**src/design/stream_find_replace_macros.svh**
```systemverilog
// ----------------------------------------------------------------------------
// Assertion macros for the stream find-and-replace block
// Concurrent checks clocked on clk and disabled while arst_n is low.
// ----------------------------------------------------------------------------
`ifndef STREAM_FIND_REPLACE_MACROS_SVH
`define STREAM_FIND_REPLACE_MACROS_SVH

`ifndef NO_ASSERTIONS
`define SFR_ASSERT(lbl, cond, msg) \
	lbl: assert property (@(posedge clk) disable iff (!arst_n) (cond)) else $error(msg);
`define SFR_ASSERT_NEXT(lbl, ante, cons, msg) \
	lbl: assert property (@(posedge clk) disable iff (!arst_n) (ante) |=> (cons)) else $error(msg);
`else
`define SFR_ASSERT(lbl, cond, msg)
`define SFR_ASSERT_NEXT(lbl, ante, cons, msg)
`endif

`endif

```
**src/design/sfr_pkg.sv**
```systemverilog
// ----------------------------------------------------------------------------
// Stream find-and-replace package
// Shared widths, register indexes and the burst queue status type.
// ----------------------------------------------------------------------------
`timescale 1ns / 1ps

package sfr_pkg;

	localparam int BYTE_W     = 8;
	localparam int LEN_W      = 4;
	localparam int CFG_DATA_W = 64;
	localparam int CFG_IDX_W  = 2;

	typedef enum logic [CFG_IDX_W-1:0] {
		REG_PATTERN_BYTES      = 2'd0,
		REG_PATTERN_LENGTH     = 2'd1,
		REG_REPLACEMENT_BYTES  = 2'd2,
		REG_REPLACEMENT_LENGTH = 2'd3
	} cfg_reg_t;

	typedef struct packed {
		logic             load_ready;
		logic [LEN_W-1:0] count;
	} sfr_bst_t;

endpackage

```
**src/design/sfr_win_cell.sv**
```systemverilog
// ----------------------------------------------------------------------------
// Match window cell
// Holds one window byte, takes the incoming byte when it is the append slot,
// compares against its pattern byte and shifts toward the oldest end.
// ----------------------------------------------------------------------------
`timescale 1ns / 1ps

module sfr_win_cell import sfr_pkg::*; (
	input  logic              clk,
	input  logic              en,
	input  logic              shift,
	input  logic              wr_here,
	input  logic              active,
	input  logic [BYTE_W-1:0] in_byte,
	input  logic [BYTE_W-1:0] nxt_byte,
	input  logic [BYTE_W-1:0] pat_byte,
	output logic [BYTE_W-1:0] app_byte,
	output logic              match
);

	logic [BYTE_W-1:0] win_q;

	assign app_byte = wr_here ? in_byte : win_q;
	assign match    = !active || (app_byte == pat_byte);

	always_ff @(posedge clk) begin
		if (en) begin
			win_q <= shift ? nxt_byte : app_byte;
		end
	end

endmodule

```
**config.mk**
```make
export PLATFORM = sky130hd
export DESIGN_NAME = sfr_win_cell
export DESIGN_NICKNAME = d
export VERILOG_FILES = /design/src/design/stream_find_replace_macros.svh /design/src/design/sfr_pkg.sv /design/src/design/sfr_win_cell.sv
export SDC_FILE = /design/constraint.sdc
export NUM_CORES = 1
export LEC_CHECK = 0
export BUFFER_PORTS_ARGS = -buffer_cell sky130_fd_sc_hd__buf_2
export CELL_PAD_IN_SITES_DETAIL_PLACEMENT = 1
export CELL_PAD_IN_SITES_GLOBAL_PLACEMENT = 1
export CORE_MARGIN = 10
export CORE_UTILIZATION = 29
export DETAILED_ROUTE_END_ITERATION = 16
export GPL_ROUTABILITY_DRIVEN = 0
export MAX_ROUTING_LAYER = met4
export PLACE_DENSITY_LB_ADDON = 0.12
export SETUP_SLACK_MARGIN = 0.05
export SLEW_MARGIN = 0
export SYNTH_ARGS = -nofsm -noshare
export SYNTH_HDL_FRONTEND = slang
export SYNTH_SLANG_ARGS = --single-unit
```
**constraint.sdc**
```tcl
create_clock -name clk -period 2.4 [get_ports clk]
set_input_delay 0.72 -clock clk [delete_from_list [all_inputs] [get_ports clk]]
set_output_delay 0.72 -clock clk [all_outputs]
set_load 0.005 [all_outputs]
```
After elaboration in Yosys (flattened, before gate mapping)
Cells that the tools add are included.
- bits in registers: 8
- output and inout port bits: 9
- eq/ne operators: 1
- mux-type cells: 2
- reduce and logical (&&, ||, !) cells: 2
- operator list (operator ; number):
    $mux W8 ; 2
    $eq A8 B8 Y1 ; 1
    $logic_not A1 Y1 ; 1
    $logic_or A1 B1 Y1 ; 1

Longest topological paths before layout
- word-level depth: 3
- gate-level depth with buffers: 5
- gate-level depth less buffers: 4

Worst setup path after synthesis
OpenSTA, ideal clock, no wires.
- kind: input to output
- start: input wr_here
- end: output match
- arrival: 1.549 ns
- data required time: 1.680 ns
- path slack: 0.131 ns
- stages on the path: 5
- cells stage by stage: buf_6 -> mux2_4 -> xnor2_1 -> nand4_1 -> o21ai_1
- word-level cells in the longest chain between the ends: 3
- RTL lines (what ; line ; text):
    start: declaration ; sfr_win_cell.sv:12 ; input logic wr_here,
    $mux W8 ; sfr_win_cell.sv:23 ; assign app_byte = wr_here ? in_byte : win_q;
    named net app_byte[6] ; sfr_win_cell.sv:17 ; output logic [BYTE_W-1:0] app_byte,
    $eq A8 B8 Y1 ; sfr_win_cell.sv:24 ; assign match = !active || (app_byte == pat_byte);
    $logic_or A1 B1 Y1 ; sfr_win_cell.sv:24 ;
    end: declaration ; sfr_win_cell.sv:18 ; output logic match
The timed path passes the listed nets, and every way through them passes these cells.

Worst setup path after layout
- start: input wr_here
- end: output match
- word-level cells in the longest chain between the ends: 3
- RTL lines (what ; line):
    $mux W8 ; sfr_win_cell.sv:23
    $eq A8 B8 Y1 ; sfr_win_cell.sv:24
    $logic_or A1 B1 Y1 ; sfr_win_cell.sv:24
Every way passes these cells.

==> results.ini <==
[pwr]
ir_drop_uv = 265.4
p_leak_nw = 0.4204
powerDensity_mw_per_mm2 = 466.5

[clock_tree]
root_buffer = clkbuf_4
clockBufferDepth = 2
clock_latency_ns = 0.25
cts_buffers = 3
htreeDepth = 1
cts_tree = done
clk_pin_slew_worst_paths_ns = 0.05
cts.sinks = 8
cts_setup_buffers = 0

[yosys]
ys_seq_elements = 8
ys_seq_area_share_pct = 42.86
synthCells = 37
synth_fp_nets = 66
ys_types = 9
syn-cell-area_um2 = 560.5
syn_area_per_cell_um2 = 15.15
ys_warn_count = 0

[drt]
viasPerCell = 4.318
vias = 462
drt-wirelength-per-cell_um = 15.49
drtPass1Iterations = 2
drt_iter0_markers = 2
drt-total-wl_mm = 1.657
postRouteAntennaNets = 0
route.detailed.drc = 0

[critical_path]
setup.worst_path.start = wr_here
path_buf_inv = 2
arrival_ns = 1.67
slowest_stage = mux2_4
reg2reg_depth = 3
crit_path_end = match
endpoint_kind = primary output
cp.depth = 6
reg2reg_from = win_q[5]$_DFFE_PP_
startpoint_type = input port
cp.required_ns = 1.68
crit_path_max_incr_delay_ns = 0.33
path_delay_family = multiplexers
reg2reg_slack_ns = 1.11
crit_chain = buf_12, mux2_4, xnor2_2, nand4_1, o21ai_1, buf_2
crit_type = in2out
rr_endpoint = win_q[5]$_DFFE_PP_
critPathMaxFanout = 8

[final_layout]
final_common_cell = buf_2
largest_reg_flops = 8
drive_above_1_share_pct = 82.93
reg.largest.list = win_q (8)
area_delta_synth_final_pct = 57.37
layout_common_cells = buf_2, mux2_4, mux2_2, edfxtp_1, buf_4
layout.nets = 113
top_register = win_q
n_fill_cell = 204
insertedDiodeCount = 0

[global_routing]
grt_pass1_wl_mm = 2.642
grt_pass1_vias = 552
grtUsageTotal_pct = 8.367
grt_max_degree = 9
antenna_found_initial = 0
grt_overflow = 0

[floorplanning]
start_util_pct = 31.44
num_rows = 15
core_mm2 = 0.001783
die-width_um = 63.97
dieArea_mm2 = 0.004092
boundaryPins = 38
die_y_um = 63.97

[timing]
slew_viol_final = 0
finalHoldViolCount = 0
skew_ns = 0
fin_crit_ns = 2.394
period_share_pct = 99.74
holdWs_ns = 0.7313
fmax_mhz = 417.7
tightest_slew_ns = 0.1968
grt_setup_unrepaired = true
setup_ws_ns = 0.006188
setup_violations = 0
relSlewSlack_pct = 86.88

[placement]
port_buffers = 37
pre_cts_slack_ns = -0.1752

[job]
max-cap-violations = 0

[outcome]
outcome = finished, final reports clean

[hold_path]
hp-class = reg2reg

per-stage QoR:
step / area, um^2 / setup TNS [ns] / cells / total power, mW / utilization (%)
2_1_floorplan: 560.5 / 0 / 37 / 0.2403 / -
3_3_place_gp: 814.5 / -0.1650 / 104 / 0.2999 / 45.68
3_5_place_dp: 814.5 / -0.1752 / 104 / 0.3010 / 45.68
4_1_cts: 882.1 / 0 / 107 / 0.4209 / 49.47
5_1_grt: 882.1 / -0.06223 / 107 / 0.4393 / 49.47
6_report: 882.1 / 0 / 107 / 0.4115 / 49.47
metal layers:
| layer | vias up | routed length, um | GRT usage (%) |
|---|---|---|---|
| li1 | 228 | - | - |
| met1 | 216 | 594 | 7.761 |
| met2 | 18 | 939 | 15.42 |
| met3 | 0 | 124 | 2.787 |
| met4 | 0 | 0 | 3.279 |
| met5 | - | 0 | - |
tightest hold or removal path, stage by stage, from the launching register on:
cell	delay, ns
edfxtp_1	0.32
mux2_4	0.17
mux2_2	0.14
worst min-delay path by stage:
stage,depth (start not counted),end,from,slack (ns)
after floorplan,2,win_q[0]$_DFFE_PP_,win_q[0]$_DFFE_PP_,0.69
after global placement,2,win_q[4]$_DFFE_PP_,win_q[4]$_DFFE_PP_,0.71
after detailed placement,2,win_q[4]$_DFFE_PP_,win_q[4]$_DFFE_PP_,0.71
after CTS,2,win_q[4]$_DFFE_PP_,win_q[4]$_DFFE_PP_,0.74
after global routing,2,win_q[7]$_DFFE_PP_,nxt_byte[7],0.76
final,2,win_q[4]$_DFFE_PP_,win_q[4]$_DFFE_PP_,0.73
cells by family (layout without fill, tap and decap cells):
family	Yosys count	after routing	share of synthesized area, %
mux	16	16	37.50
xor+xnor	8	8	13.84
flops	8	8	42.86
simple gates	2	2	2.232
buf+inv	2	47	2.678
compound gates	1	1	0.8920
power by group:
group	switching (mW)	total [mW]	internal [mW]
Combinational	0.0493	0.137	0.0881
Sequential	0.00230	0.170	0.168
Clock	0.0469	0.104	0.0573
final cells by class:
class                           instances  area, um^2  share of cell area, %
Multi-Input combinational cell         27       335.3                  38.01
Clock buffer                            3       22.52                  2.553
Sequential cell                         8       240.2                  27.23
Timing Repair Buffer                   44       252.7                  28.65
Tap cell                               25       31.28                  3.546
cells in the mapped netlist, drive strengths merged:
cell type | instances | area (um^2)
edfxtp | 8 | 240.2
o21ai | 1 | 5.000
buf | 1 | 11.26
clkbuf | 1 | 3.750
xnor2 | 8 | 77.58
nand4 | 2 | 12.51
mux2 | 16 | 210.2
what timing repair did:
action                                  4_1_cts  5_1_grt
pin swaps                                     2        1
hold buffers                                  0        0
resized for setup                             8        0
endpoints found under the setup margin        1        1
Note: power is estimated with default switching activity, not from simulation.
